<file path="config.mk">
export PLATFORM = sky130hd
export DESIGN_NAME = fix_frame_splitter
export DESIGN_NICKNAME = d
export VERILOG_FILES = /design/src/hw/rtl/ffs_pkg.sv /design/src/hw/rtl/fix_frame_splitter.sv /design/src/hw/rtl/ffs_ctrl.sv /design/src/hw/rtl/ffs_dp.sv
export SDC_FILE = /design/constraint.sdc
export NUM_CORES = 1
export LEC_CHECK = 0
export BUFFER_PORTS_ARGS = -buffer_cell sky130_fd_sc_hd__buf_2
export CORE_ASPECT_RATIO = 0.8
export CORE_UTILIZATION = 57
export DETAILED_ROUTE_END_ITERATION = 8
export GPL_ROUTABILITY_DRIVEN = 0
export GPL_TIMING_DRIVEN = 1
export PLACE_DENSITY = 0.82
export SYNTH_ARGS = -nofsm -noshare
export SYNTH_HDL_FRONTEND = slang
export SYNTH_SLANG_ARGS = --single-unit
</file>
<file path="constraint.sdc">
create_clock -name clk_i -period 6.8 [get_ports clk_i]
set_input_delay 1.02 -clock clk_i [delete_from_list [all_inputs] [get_ports clk_i]]
set_output_delay 1.02 -clock clk_i [all_outputs]
set_load 0.01 [all_outputs]
</file>
<file path="src/hw/rtl/ffs_pkg.sv">
`default_nettype none

package ffs_pkg;

  // hold sizing
  localparam int HoldBytes  = 32;
  localparam int MaxResults = 32;
  localparam int HoldCap    = (HoldBytes < MaxResults) ? HoldBytes : MaxResults;
  localparam int BufAw      = $clog2(HoldCap);
  localparam int BufDepth   = 1 << BufAw;
  localparam int CntW       = $clog2(HoldCap + 1);

  // length handling
  localparam int LenW = 21;
  localparam int ProdW = LenW + 4;
  localparam logic [LenW-1:0] CapLimit = LenW'(1 << 20);
  localparam logic [LenW-1:0] TrailerLen = LenW'(7);

  // header pattern "8=FIX.4.4" SOH "9="
  localparam int PatLen = 12;
  localparam int MpW    = 4;
  localparam logic [7:0] Soh = 8'h01;

  // framing phases
  localparam int PhW = 2;
  localparam logic [PhW-1:0] PhHunt   = 2'd0;
  localparam logic [PhW-1:0] PhDigits = 2'd1;
  localparam logic [PhW-1:0] PhBody   = 2'd2;

  typedef struct packed {
    logic load;     // write accepted byte into buffer
    logic step;     // process byte at queue head
    logic rel_pop;  // release one held byte
    logic rd_rel;   // read from hold base instead of queue head
    logic flush;    // send pending result as last of the run
  } ffs_cmd_t;

  typedef struct packed {
    logic q_empty;
    logic scan_emit;
    logic scan_rel;
    logic rel_done;
    logic out_free;
    logic pend_v;
  } ffs_sts_t;

  function automatic logic [7:0] hdr_pat(input logic [MpW-1:0] idx);
    logic [7:0] c;
    unique case (idx)
      4'd0:    c = 8'h38;
      4'd1:    c = 8'h3D;
      4'd2:    c = 8'h46;
      4'd3:    c = 8'h49;
      4'd4:    c = 8'h58;
      4'd5:    c = 8'h2E;
      4'd6:    c = 8'h34;
      4'd7:    c = 8'h2E;
      4'd8:    c = 8'h34;
      4'd9:    c = Soh;
      4'd10:   c = 8'h39;
      4'd11:   c = 8'h3D;
      default: c = 8'h00;
    endcase
    return c;
  endfunction

endpackage

`default_nettype wire

</file>
<file path="src/hw/rtl/fix_frame_splitter.sv">
`default_nettype none

// FIX 4.4 frame splitter: one received byte per input transaction.
// Input channel (in_valid_i / in_stall_o / in_byte_i) carries the session
// stream; output channel (out_valid_o / out_stall_i) carries frame bytes
// with frame_first_o on the leading '8', frame_last_o on the final trailer
// byte, and run_last_o on the last result caused by one input byte.
// The cfg channel writes max_body_len (values above 2^20 saturate); write it
// only while the block is idle. cfg_ready_o is always high.
// A byte is taken while the block is idle, then scanned, and the run is
// then closed with a flush of any pending result. A valid header release
// sends out the held bytes one by one; a resync rescans the held bytes
// one per cycle; the single read port of the hold buffer sets this pace.
// The first result of a run waits in the pending stage before output.
// Reset clears the framing state and empties the hold buffer; the length
// cap returns to 2^20. A stalled receiver holds the output register and the
// block waits with in_stall_o high until its results drain.
module fix_frame_splitter (
  input  logic                     clk_i,
  input  logic                     rst_ni,
  input  logic                     cfg_valid_i,
  output logic                     cfg_ready_o,
  input  logic [ffs_pkg::LenW-1:0] cfg_data_i,
  input  logic                     in_valid_i,
  output logic                     in_stall_o,
  input  logic [7:0]               in_byte_i,
  output logic                     out_valid_o,
  input  logic                     out_stall_i,
  output logic [7:0]               out_byte_o,
  output logic                     frame_first_o,
  output logic                     frame_last_o,
  output logic                     run_last_o
);
  import ffs_pkg::*;

  ffs_cmd_t cmd;
  ffs_sts_t sts;

  assign cfg_ready_o = 1'b1;

  // sequencer
  ffs_ctrl u_ctrl (
    .clk_i      (clk_i),
    .rst_ni     (rst_ni),
    .in_valid_i (in_valid_i),
    .in_stall_o (in_stall_o),
    .sts_i      (sts),
    .cmd_o      (cmd)
  );

  // buffer, framing state and output stage
  ffs_dp u_dp (
    .clk_i         (clk_i),
    .rst_ni        (rst_ni),
    .cfg_valid_i   (cfg_valid_i),
    .cfg_data_i    (cfg_data_i),
    .in_byte_i     (in_byte_i),
    .cmd_i         (cmd),
    .sts_o         (sts),
    .out_valid_o   (out_valid_o),
    .out_stall_i   (out_stall_i),
    .out_byte_o    (out_byte_o),
    .frame_first_o (frame_first_o),
    .frame_last_o  (frame_last_o),
    .run_last_o    (run_last_o)
  );

endmodule

`default_nettype wire

</file>
<file path="src/hw/rtl/ffs_ctrl.sv">
`default_nettype none

module ffs_ctrl (
  input  logic              clk_i,
  input  logic              rst_ni,
  input  logic              in_valid_i,
  output logic              in_stall_o,
  input  ffs_pkg::ffs_sts_t sts_i,
  output ffs_pkg::ffs_cmd_t cmd_o
);
  import ffs_pkg::*;

  localparam logic [1:0] StIdle = 2'd0;
  localparam logic [1:0] StScan = 2'd1;
  localparam logic [1:0] StRel  = 2'd2;

  logic [1:0] state_q, state_d;

  // sequencing of load, scan, release and end-of-run flush
  always_comb begin
    state_d = state_q;
    cmd_o   = '0;
    unique case (state_q)
      StIdle: begin
        if (in_valid_i) begin
          cmd_o.load = 1'b1;
          state_d    = StScan;
        end
      end
      StScan: begin
        if (sts_i.q_empty) begin
          if (!sts_i.pend_v) begin
            state_d = StIdle;
          end else if (sts_i.out_free) begin
            cmd_o.flush = 1'b1;
            state_d     = StIdle;
          end
        end else if (!sts_i.scan_emit || sts_i.out_free) begin
          cmd_o.step = 1'b1;
          if (sts_i.scan_rel) begin
            state_d = StRel;
          end
        end
      end
      StRel: begin
        cmd_o.rd_rel = 1'b1;
        if (sts_i.out_free) begin
          cmd_o.rel_pop = 1'b1;
          if (sts_i.rel_done) begin
            state_d = StScan;
          end
        end
      end
      default: begin
        state_d = StIdle;
      end
    endcase
  end

  always_ff @(posedge clk_i or negedge rst_ni) begin
    if (!rst_ni) begin
      state_q <= StIdle;
    end else begin
      state_q <= state_d;
    end
  end

  assign in_stall_o = (state_q != StIdle);

endmodule

`default_nettype wire

</file>
<file path="src/hw/rtl/ffs_dp.sv">
`default_nettype none

module ffs_dp (
  input  logic                       clk_i,
  input  logic                       rst_ni,
  input  logic                       cfg_valid_i,
  input  logic [ffs_pkg::LenW-1:0]   cfg_data_i,
  input  logic [7:0]                 in_byte_i,
  input  ffs_pkg::ffs_cmd_t          cmd_i,
  output ffs_pkg::ffs_sts_t          sts_o,
  output logic                       out_valid_o,
  input  logic                       out_stall_i,
  output logic [7:0]                 out_byte_o,
  output logic                       frame_first_o,
  output logic                       frame_last_o,
  output logic                       run_last_o
);
  import ffs_pkg::*;

  // byte buffer: held prefix followed by bytes still to scan
  logic [7:0]       buf_q [BufDepth];
  logic [BufAw-1:0] bp_q, bp_d;
  logic [CntW-1:0]  cnt_q, cnt_d;
  logic [CntW-1:0]  hc_q, hc_d;

  // framing state
  logic [PhW-1:0]   phase_q, phase_d;
  logic [MpW-1:0]   mp_q, mp_d;
  logic [LenW-1:0]  acc_q, acc_d;
  logic [LenW-1:0]  rem_q, rem_d;
  logic             rel_first_q, rel_first_d;
  logic [LenW-1:0]  max_len_q;

  // pending result and output register
  logic             pend_v_q, pend_v_d;
  logic [7:0]       pend_byte_q;
  logic             pend_first_q, pend_last_q;
  logic             out_valid_q, out_valid_d;
  logic [7:0]       out_byte_q;
  logic             out_first_q, out_last_q, out_run_last_q;

  logic [BufAw-1:0] rd_addr;
  logic [7:0]       cur;
  logic             is_digit;
  logic [3:0]       dval;
  logic [ProdW-1:0] prod;
  logic             hunt_ok, soh_ok, dig_ok, out_free;
  logic             emit_v, emit_first, emit_last;

  // single read port: hold base during release, queue head otherwise
  assign rd_addr = cmd_i.rd_rel ? bp_q : bp_q + hc_q[BufAw-1:0];
  assign cur     = buf_q[rd_addr];

  // byte classification
  assign is_digit = (cur >= 8'h30) && (cur <= 8'h39);
  assign dval     = 4'(cur - 8'h30);
  assign prod     = ({4'b0, acc_q} << 3) + ({4'b0, acc_q} << 1) + ProdW'(dval);
  assign hunt_ok  = (mp_q < MpW'(PatLen)) && (cur == hdr_pat(mp_q)) &&
                    (hc_q < CntW'(HoldCap));
  assign soh_ok   = (hc_q > CntW'(PatLen)) && (hc_q < CntW'(HoldCap));
  assign dig_ok   = (prod <= {4'b0, max_len_q}) &&
                    (({1'b0, hc_q} + 1'b1) < (CntW + 1)'(HoldCap));

  assign out_free = !out_valid_q || !out_stall_i;

  // status to controller
  always_comb begin
    sts_o           = '0;
    sts_o.q_empty   = (cnt_q == hc_q);
    sts_o.scan_emit = (phase_q == PhBody);
    sts_o.scan_rel  = (phase_q == PhDigits) && (cur == Soh) && soh_ok;
    sts_o.rel_done  = (hc_q == CntW'(1));
    sts_o.out_free  = out_free;
    sts_o.pend_v    = pend_v_q;
  end

  // next state of buffer pointers and framing state
  always_comb begin
    logic fail;
    fail        = 1'b0;
    bp_d        = bp_q;
    cnt_d       = cnt_q;
    hc_d        = hc_q;
    phase_d     = phase_q;
    mp_d        = mp_q;
    acc_d       = acc_q;
    rem_d       = rem_q;
    rel_first_d = rel_first_q;
    emit_v      = 1'b0;
    emit_first  = 1'b0;
    emit_last   = 1'b0;

    if (cmd_i.load) begin
      cnt_d = cnt_q + 1'b1;
    end

    if (cmd_i.step) begin
      unique case (phase_q)
        PhBody: begin
          emit_v    = 1'b1;
          emit_last = (rem_q <= LenW'(1));
          bp_d      = bp_q + 1'b1;
          cnt_d     = cnt_q - 1'b1;
          if (rem_q <= LenW'(1)) begin
            rem_d   = '0;
            phase_d = PhHunt;
            mp_d    = '0;
            acc_d   = '0;
          end else begin
            rem_d = rem_q - 1'b1;
          end
        end
        PhHunt: begin
          if (hunt_ok) begin
            hc_d = hc_q + 1'b1;
            mp_d = mp_q + 1'b1;
            if (mp_q == MpW'(PatLen - 1)) begin
              phase_d = PhDigits;
            end
          end else begin
            fail = 1'b1;
          end
        end
        PhDigits: begin
          if (cur == Soh) begin
            if (soh_ok) begin
              hc_d        = hc_q + 1'b1;
              rem_d       = acc_q + TrailerLen;
              phase_d     = PhBody;
              mp_d        = '0;
              acc_d       = '0;
              rel_first_d = 1'b1;
            end else begin
              fail = 1'b1;
            end
          end else if (is_digit && dig_ok) begin
            hc_d  = hc_q + 1'b1;
            acc_d = prod[LenW-1:0];
          end else begin
            fail = 1'b1;
          end
        end
        default: begin
          fail = 1'b1;
        end
      endcase
    end

    // resync: drop the oldest buffered byte and rescan the rest
    if (fail) begin
      bp_d    = bp_q + 1'b1;
      cnt_d   = cnt_q - 1'b1;
      hc_d    = '0;
      phase_d = PhHunt;
      mp_d    = '0;
      acc_d   = '0;
    end

    // release of the held prefix, one byte per transaction
    if (cmd_i.rel_pop) begin
      emit_v      = 1'b1;
      emit_first  = rel_first_q;
      rel_first_d = 1'b0;
      bp_d        = bp_q + 1'b1;
      cnt_d       = cnt_q - 1'b1;
      hc_d        = hc_q - 1'b1;
    end
  end

  // one-deep pending stage so run_last is known when a result leaves
  always_comb begin
    out_valid_d = out_valid_q && out_stall_i;
    pend_v_d    = pend_v_q;
    if (emit_v) begin
      pend_v_d = 1'b1;
      if (pend_v_q) begin
        out_valid_d = 1'b1;
      end
    end
    if (cmd_i.flush) begin
      pend_v_d    = 1'b0;
      out_valid_d = 1'b1;
    end
  end

  // control registers
  always_ff @(posedge clk_i or negedge rst_ni) begin
    if (!rst_ni) begin
      bp_q        <= '0;
      cnt_q       <= '0;
      hc_q        <= '0;
      phase_q     <= PhHunt;
      mp_q        <= '0;
      acc_q       <= '0;
      rem_q       <= '0;
      rel_first_q <= 1'b0;
      pend_v_q    <= 1'b0;
      out_valid_q <= 1'b0;
      max_len_q   <= CapLimit;
    end else begin
      bp_q        <= bp_d;
      cnt_q       <= cnt_d;
      hc_q        <= hc_d;
      phase_q     <= phase_d;
      mp_q        <= mp_d;
      acc_q       <= acc_d;
      rem_q       <= rem_d;
      rel_first_q <= rel_first_d;
      pend_v_q    <= pend_v_d;
      out_valid_q <= out_valid_d;
      if (cfg_valid_i) begin
        max_len_q <= (cfg_data_i > CapLimit) ? CapLimit : cfg_data_i;
      end
    end
  end

  // buffer write
  always_ff @(posedge clk_i) begin
    if (cmd_i.load) begin
      buf_q[bp_q + cnt_q[BufAw-1:0]] <= in_byte_i;
    end
  end

  // result payload
  always_ff @(posedge clk_i) begin
    if (emit_v) begin
      pend_byte_q  <= cur;
      pend_first_q <= emit_first;
      pend_last_q  <= emit_last;
    end
    if ((emit_v && pend_v_q) || cmd_i.flush) begin
      out_byte_q     <= pend_byte_q;
      out_first_q    <= pend_first_q;
      out_last_q     <= pend_last_q;
      out_run_last_q <= cmd_i.flush;
    end
  end

  assign out_valid_o   = out_valid_q;
  assign out_byte_o    = out_byte_q;
  assign frame_first_o = out_first_q;
  assign frame_last_o  = out_last_q;
  assign run_last_o    = out_run_last_q;

  // checks
  a_cnt_bound: assert property (@(posedge clk_i) disable iff (!rst_ni)
    cnt_q <= CntW'(HoldCap))
    else $error("buffer fill exceeds hold capacity");

  a_hold_in_buf: assert property (@(posedge clk_i) disable iff (!rst_ni)
    hc_q <= cnt_q)
    else $error("held count exceeds buffer fill");

  a_digits_after_hdr: assert property (@(posedge clk_i) disable iff (!rst_ni)
    phase_q == PhDigits |-> mp_q == MpW'(PatLen))
    else $error("digit phase without full header match");

  a_flush_last: assert property (@(posedge clk_i) disable iff (!rst_ni)
    cmd_i.flush |=> out_valid_q && out_run_last_q)
    else $error("flush did not present last result of run");

  a_rel_nonempty: assert property (@(posedge clk_i) disable iff (!rst_ni)
    cmd_i.rel_pop |-> hc_q != '0)
    else $error("release from empty hold");

endmodule

`default_nettype wire

</file>
Word-level counts from Yosys, hierarchy flattened --
Memories as Yosys holds them, arrays and structs flattened. Index checks and enable logic that the tools add are counted.
Operators by class: $add $sub $neg 14, order comparisons 9, equality and inequality tests 27, multiplexer cells 85, reduce and logical (&&, ||, !) cells 40
Operators with widths (number):
- 21-bit 2-to-1 mux | 10
- 21-bit one-hot mux with 2 select lines | 2
- 6-bit 2-to-1 mux | 12
- 2-bit 2-to-1 mux | 16
- 1-bit 2-to-1 mux | 29
- 24-bit by 22-bit adder with 25-bit output | 1
- 25-bit by 4-bit adder with 25-bit output | 1
- 25-bit by 21-bit <= comparator with 1-bit output | 1
- 5-bit 2-to-1 mux | 5
- 4-bit 2-to-1 mux | 6
- 21-bit by 3-bit adder with 21-bit output, second input constant | 1
- 21-bit greater-than comparator, second input constant | 1
- 21-bit by 1-bit <= comparator with 1-bit output, second input constant | 1
- 21-bit by 1-bit subtractor with 21-bit output, second input constant | 1
- 2-bit nonzero test | 8
- 6-bit by 1-bit adder with 6-bit output, second input constant | 2
- 2-bit one-hot mux with 3 select lines | 2
- 4-bit one-hot mux with 3 select lines | 1
- 6-bit one-hot mux with 2 select lines | 1
- 6-bit AND reduction | 2
- 6-bit by 1-bit subtractor with 6-bit output, second input constant | 2
- 5-bit adder | 2
- 1-bit logical AND | 10
- 5-bit AND reduction | 2
- 36 further kinds | 56
Word-level totals: register bits after elaboration 112, memory bits (writable) 256, bits in read-only memories 112, bits of input ports 34, output and inout port bits 14, word-level logic and storage cells 196, memories 2
Memories:
- u_dp.buf_q | words 32, bits a word 8, read ports 1, clocked after Yosys merged registers in 0, wr ports 1, RTL line ffs_dp.sv:21 | logic [7:0] buf_q [BufDepth];
- (no name shown) | words 16, bits a word 7, read ports 1, clocked after Yosys merged registers in 0, wr ports 0, RTL line ffs_pkg.sv:49 | unique case (idx)

Depth between registers and ports, before layout --
An unclocked memory read counts as a cell.
depth in word-level cells 17, mapped depth 36, depth with buffers taken out 34

Cells and area by module --
Synthesis repeated with hierarchy kept, for this count alone.
Unflattened totals: cell total of the unflattened synthesis 1749, area total of the unflattened synthesis 19696.4 µm²
By module, submodules not included:
- ffs_dp | times used 1, cells an instance 1724, area an instance 19513.7 µm², seq. area each 10546.4 µm²
- ffs_ctrl | times used 1, cells an instance 23, area an instance 171.4 µm², seq. area each 50.0 µm²
- fix_frame_splitter | times used 1, cells an instance 2, area an instance 11.3 µm², seq. area each 0.0 µm²

Worst setup path before layout --
No wires, ideal clock.
path kind reg-to-reg, from register u_dp.hc_q[1], to register u_dp.cnt_q[2], setup time 132 ps, arrival time 7304 ps, data required time 6668 ps, path slack -635 ps, cell stages (with the launch flop) 32, buffers on the path 4, clock period less this slack 7435 ps, cells stage by stage dfrtp_1 clkbuf_1 inv_1 fa_1 clkbuf_1 a21o_1 buf_2 buf_1 a211oi_1 a311o_1 nand3_1 o211ai_1 fa_1 fa_1 nor2b_1 o31ai_1 a211oi_1 nor2_1 nor2b_1 o21a_1 nor2_1 xnor2_1 ha_1 nand4_1 or2_2 nor4_1 o211ai_1 a2111oi_0 nor4b_2 o31ai_1 o311ai_0 or3b_1
On the way: cells in the longest elaborated chain, start to end 14, elaborated cells on any way between the ends 32, classes of those cells 4 x add/sub; 6 x order compare; 3 x eq/ne; 12 x mux; 6 x reduce/logical; 1 x memory
RTL lines:
- from (decl) | RTL line ffs_dp.sv:24 | logic [CntW-1:0] hc_q, hc_d;
- from (signal assigned) | RTL line ffs_dp.sv:191 | hc_q <= '0;
- from (signal assigned) | RTL line ffs_dp.sv:203 | hc_q <= hc_d;
- 5-bit adder | RTL line ffs_dp.sv:51 | assign rd_addr = cmd_i.rd_rel ? bp_q : bp_q + hc_q[BufAw-1:0];
- 5-bit 2-to-1 mux | RTL line ffs_dp.sv:51
- memory 32 x 8 bit
- 4-bit by 1-bit subtractor with 4-bit output | RTL line ffs_dp.sv:56 | assign dval = 4'(cur - 8'h30);
- 25-bit by 4-bit adder with 25-bit output | RTL line ffs_dp.sv:57 | assign prod = ({4'b0, acc_q} << 3) + ({4'b0, acc_q} << 1) + ProdW'(dval);
- 25-bit by 21-bit <= comparator with 1-bit output | RTL line ffs_dp.sv:61 | assign dig_ok = (prod <= {4'b0, max_len_q}) &&
- 1-bit logical AND | RTL line ffs_dp.sv:61
- 1-bit logical AND | RTL line ffs_dp.sv:136 | end else if (is_digit && dig_ok) begin
- 1-bit 2-to-1 mux | RTL line ffs_dp.sv:136
- 1-bit 2-to-1 mux | RTL line ffs_dp.sv:125 | if (cur == Soh) begin
- 1-bit one-hot mux with 3 select lines | RTL line ffs_dp.sv:98 | unique case (phase_q)
- 1-bit 2-to-1 mux | RTL line ffs_dp.sv:97 | if (cmd_i.step) begin
- 6-bit 2-to-1 mux * | RTL line ffs_dp.sv:150 | if (fail) begin
- 6-bit 2-to-1 mux * | RTL line ffs_dp.sv:160 | if (cmd_i.rel_pop) begin
- via u_dp.cnt_d[2] | RTL line ffs_dp.sv:23 | logic [CntW-1:0] cnt_q, cnt_d;
- to (signal assigned) | RTL line ffs_dp.sv:202 | cnt_q <= cnt_d;
- to (decl) | RTL line ffs_dp.sv:23
The timed path passes the listed nets; every way through them passes the cells marked *. A chain may end at the register's enable or synchronous reset.

Worst setup path in the final report --
from register u_dp.bp_q[0], to register u_dp.cnt_q[4]
On the way: cells in the longest elaborated chain, start to end 14, elaborated cells on any way between the ends 22, classes of those cells 3 x add/sub; 3 x order compare; 2 x eq/ne; 8 x mux; 5 x reduce/logical; 1 x memory
RTL lines:
- from (decl) | RTL line ffs_dp.sv:22 | logic [BufAw-1:0] bp_q, bp_d;
- from (signal assigned) | RTL line ffs_dp.sv:201 | bp_q <= bp_d;
- 5-bit adder | RTL line ffs_dp.sv:51
- 5-bit 2-to-1 mux * | RTL line ffs_dp.sv:51
- memory 32 x 8 bit *
- via u_dp.cur[1] | RTL line ffs_dp.sv:43 | logic [7:0] cur;
- 4-bit by 1-bit subtractor with 4-bit output | RTL line ffs_dp.sv:56
- 25-bit by 4-bit adder with 25-bit output | RTL line ffs_dp.sv:57
- 25-bit by 21-bit <= comparator with 1-bit output | RTL line ffs_dp.sv:61
- 1-bit logical AND | RTL line ffs_dp.sv:61
- 1-bit logical AND | RTL line ffs_dp.sv:136
- 1-bit 2-to-1 mux | RTL line ffs_dp.sv:136
- 1-bit 2-to-1 mux | RTL line ffs_dp.sv:125
- 1-bit one-hot mux with 3 select lines * | RTL line ffs_dp.sv:98
- 1-bit 2-to-1 mux * | RTL line ffs_dp.sv:97
- 6-bit 2-to-1 mux * | RTL line ffs_dp.sv:150
- 6-bit 2-to-1 mux * | RTL line ffs_dp.sv:160
- via u_dp.cnt_d[4] | RTL line ffs_dp.sv:23
Marks and branches as above.

==> impl_metrics.csv <==
group,metric,value,unit
die,coreArea,33600,um^2
synth,ys.flop_type,"edfxtp_1",
critical_path,slowest_stage,"fa_2",
die,ios,48,
layout,fin_area,22800,um^2
layout,nets,1909,
route,via_per_inst,6.58,
route,wl_per_cell,22.9,um
critical_path,critPathCaptureType,"flop",
sta,setup_viol,44,
layout,drive_gt1_share,20.9,%
route,ant_nets,0,
sta,fin_hold_ws,0.420,ns
sta,slew_headroom,2.91,%
sta,finalHoldViolCount,0,
global_route,grt_pass1_vias,14500,
synth,synth-seq-cells,368,
critical_path,arrival,7.94,ns
critical_path,path_max_fanout,6,
global_route,overflow,0,
sta,fmax,133,MHz
worst_hold_path,hold_path_class,"flop to flop",
sta,grt_setup_unrepaired,"true",
die,rows,60,
synth,yosys_warnings,0,
clock_network,cts_tree,"done",
power_and_ir_drop,leakagePower,8.90,nW
clock_network,h-tree-depth,2,
layout,area_growth,16.9,%
route,drt_first_pass_iters,6,
route,drc,0,
die,initial_core_util,58.0,%
clock_network,clock_latency,0.55,ns
sta,slew_viol_final,0,
synth,synth_cell_types,82,
sta,min_period,7.54,ns
clock_network,path_clk_slew,0.06,ns
sta,finalWorstSetupSlack,-0.744,ns
power_and_ir_drop,power_per_cell_area,420,nW/um^2
synth,synth_edf_count,277,
clock_network,cts_buffers,37,
sta,tightest_slew,1.45,ns
placement,dp_hpwl,34.9,mm
synth,synthTopCellsByArea,"edfxtp_1 43%, dfrtp_1 12%, ha_1 5.8%",
global_route,antenna_found_initial,0,
outcome,status,"complete, but fails checks",
sta,fin_worst_skew,0.0262,ns
synth,synth_top_area_cell,"edfxtp_1",
critical_path,reg2reg_slack,-0.74,ns
die,die_w,209,um
clock_network,cts_root_buffer,"clkbuf_16",
die,die_h,167,um
route,drt_iter0_drc,1885,
clock_network,max-clock-path-buffers,3,
route,vias,14700,
critical_path,path_common_cell,"mux2i_1",
synth,ys_seq_area_share,54.3,%
global_route,grt_use_total,29.4,%
route,routed_wl,51.4,mm
clock_network,cts_num_sinks,368,
power_and_ir_drop,finalPower,9.58,mW
critical_path,slowest_delay,0.50,ns
die,fp.dieArea,35000,um^2
global_route,grt_start_max_net_pins,52,
critical_path,required,7.19,ns
synth,syn_nets,1748,
critical_path,worst-setup-path-type,"flop to flop",
synth,post-synth-top-area-fraction,42.7,%
run,drv_cap,0,
power_and_ir_drop,peakVddDrop,0.252,mV
synth,synthArstFlopShare,24.7,%
placement,dpl_cell_area,21000,um^2
synth,syn_area_per_cell,12.0,um^2
global_route,grt_pass1_wl,79.9,mm
placement,port_buffers,46,
sta,period_share,111,%
critical_path,cp-start-kind,"flop",
layout,diodes,0,
synth,synth_area,19500,um^2
outcome,violations,"negative setup slack",
synth,synthCells,1620,
[worst max-delay path, delay by kind of cell (launching register included)]
kind | cells | cell delay [ns]
multiplexers | 5 | 1.01
flip-flops | 1 | 0.43
AND/OR/NAND/NOR | 10 | 1.59
adder cells (fa/ha/maj) | 6 | 1.56
buffers and inverters | 7 | 0.92
AO/OA/AOI/OAI | 9 | 1.84
[cells in the final DEF, fill, tap and decap left out, drive strengths merged, types with 6 or more instances in the layout]
master / count
edfxtp: 277
buf: 203
nand2: 130
nor2: 116
o21ai: 95
ha: 90
dfrtp: 90
a21oi: 74
inv: 72
mux2i: 69
clkbuf: 50
nand3: 48
xnor2: 45
a211oi: 39
mux4: 38
nor4: 26
nor3: 24
a22o: 23
nand4: 21
xor2: 18
and3: 18
o31ai: 17
o211ai: 14
o2bb2ai: 13
a311oi: 13
o211a: 11
a21o: 11
clkinv: 11
or3: 9
nand3b: 9
a31oi: 8
o21a: 8
nor2b: 8
mux2: 8
and2: 6
a21boi: 6
[registers in the layout (all words and copies together) (netlist names), 5 cells and up]
name              flops
u_dp.acc_q           21
u_dp.bp_q             5
u_dp.buf_q          256
u_dp.cnt_q            6
u_dp.hc_q             6
u_dp.max_len_q       21
u_dp.out_byte_o       8
u_dp.pend_byte_q      8
u_dp.rem_q           21
[synth_stat cells, types with 16 or more instances]
master    instances
edfxtp_1        277
nand2_1         130
nor2_1          116
o21ai_0          91
dfrtp_1          90
ha_1             90
a21oi_1          73
inv_1            71
mux2i_1          69
nand3_1          48
xnor2_1          45
clkbuf_1         41
a211oi_1         39
mux4_2           38
nor3_1           24
nor4_1           24
a22o_1           23
buf_2            23
nand4_1          21
and3_1           18
xor2_1           18
o31ai_1          16
[worst paths after layout]
path | startpoint | endpoint | depth (start not counted)
worst min register to register | u_dp.pend_byte_q[6]$_DFFE_PN_ | u_dp.out_byte_o[6]$_DFFE_PP_ | 0
max in group asynchronous | rst_ni | u_dp.rem_q[15]$_DFFE_PN0P_ | 2
worst max-delay path | u_dp.bp_q[0]$_DFFE_PN0P_ | u_dp.cnt_q[4]$_DFF_PN0_ | 37
min in group asynchronous | rst_ni | u_dp.max_len_q[5]$_DFFE_PN0P_ | 1
worst min-delay path | u_dp.pend_byte_q[6]$_DFFE_PN_ | u_dp.out_byte_o[6]$_DFFE_PP_ | 0
worst max register to register | u_dp.bp_q[0]$_DFFE_PN0P_ | u_dp.cnt_q[4]$_DFF_PN0_ | 37
[routing by layer]
| layer | vias to the layer above | global-route usage [%] | wire length, um | share of wire (%) |
|---|---|---|---|---|
| met5 | - | 0 | 0 | 0 |
| met4 | 0 | 9.43 | 1440 | 2.8 |
| met3 | 146 | 5.87 | 4760 | 9.3 |
| met2 | 818 | 47.8 | 24600 | 48 |
| met1 | 7272 | 39.8 | 20600 | 40 |
| li1 | 6512 | - | - | - |
[area by class of cell]
| cell class | count | area [um^2] |
|---|---|---|
| inverters | 72 | 275 |
| multi-input cells | 1098 | 8650 |
| fillers | 2253 | 10800 |
| clock inverters | 16 | 159 |
| repair buffers | 204 | 1540 |
| well taps | 434 | 543 |
| flip-flops and latches | 368 | 10600 |
| clock buffers | 49 | 1010 |
[through the flow]
step           worst slack, ns  setup TNS [ns]  cells  util, %
2_1_floorplan         0.000885               0   1620        -
3_3_place_gp            -0.557          -21.09   2150     62.5
3_5_place_dp            -0.965          -36.68   2150     62.5
4_1_cts                 -0.403          -14.73   2230     66.7
5_1_grt                  -1.05          -39.65   2241     67.7
6_report                -0.744          -24.88   2241     67.7
[power by group]
group | leakage [nW] | total [mW] | switching (mW) | internal (mW)
clock network | 0.564 | 1.99 | 0.861 | 1.13
logic | 4.66 | 4.97 | 2.83 | 2.14
registers | 3.68 | 2.62 | 0.0872 | 2.53
[cells by family (layout without fill, tap and decap cells)]
kind of cell    count (synthesis)  count (layout)  share of synthesized area (%)
mux                           115             115                           8.39
fa+ha+maj                      94              94                           6.19
buf+inv                       154             341                           3.48
other cells                     1               1                         0.0192
flops                         368             368                           54.3
compound gates                379             379                           13.5
simple gates                  446             446                           11.3
xor+xnor                       63              63                           2.83
[repair_timing]
item                                    4_1_cts  5_1_grt
hold buffers                                  0        0
gates resized for setup                      29       44
endpoints found under the setup margin       44       44
cloned                                        0        2
pin swaps                                     7       31
buffers inserted                             15       10
Note: power is estimated with default switching activity, not from simulation.
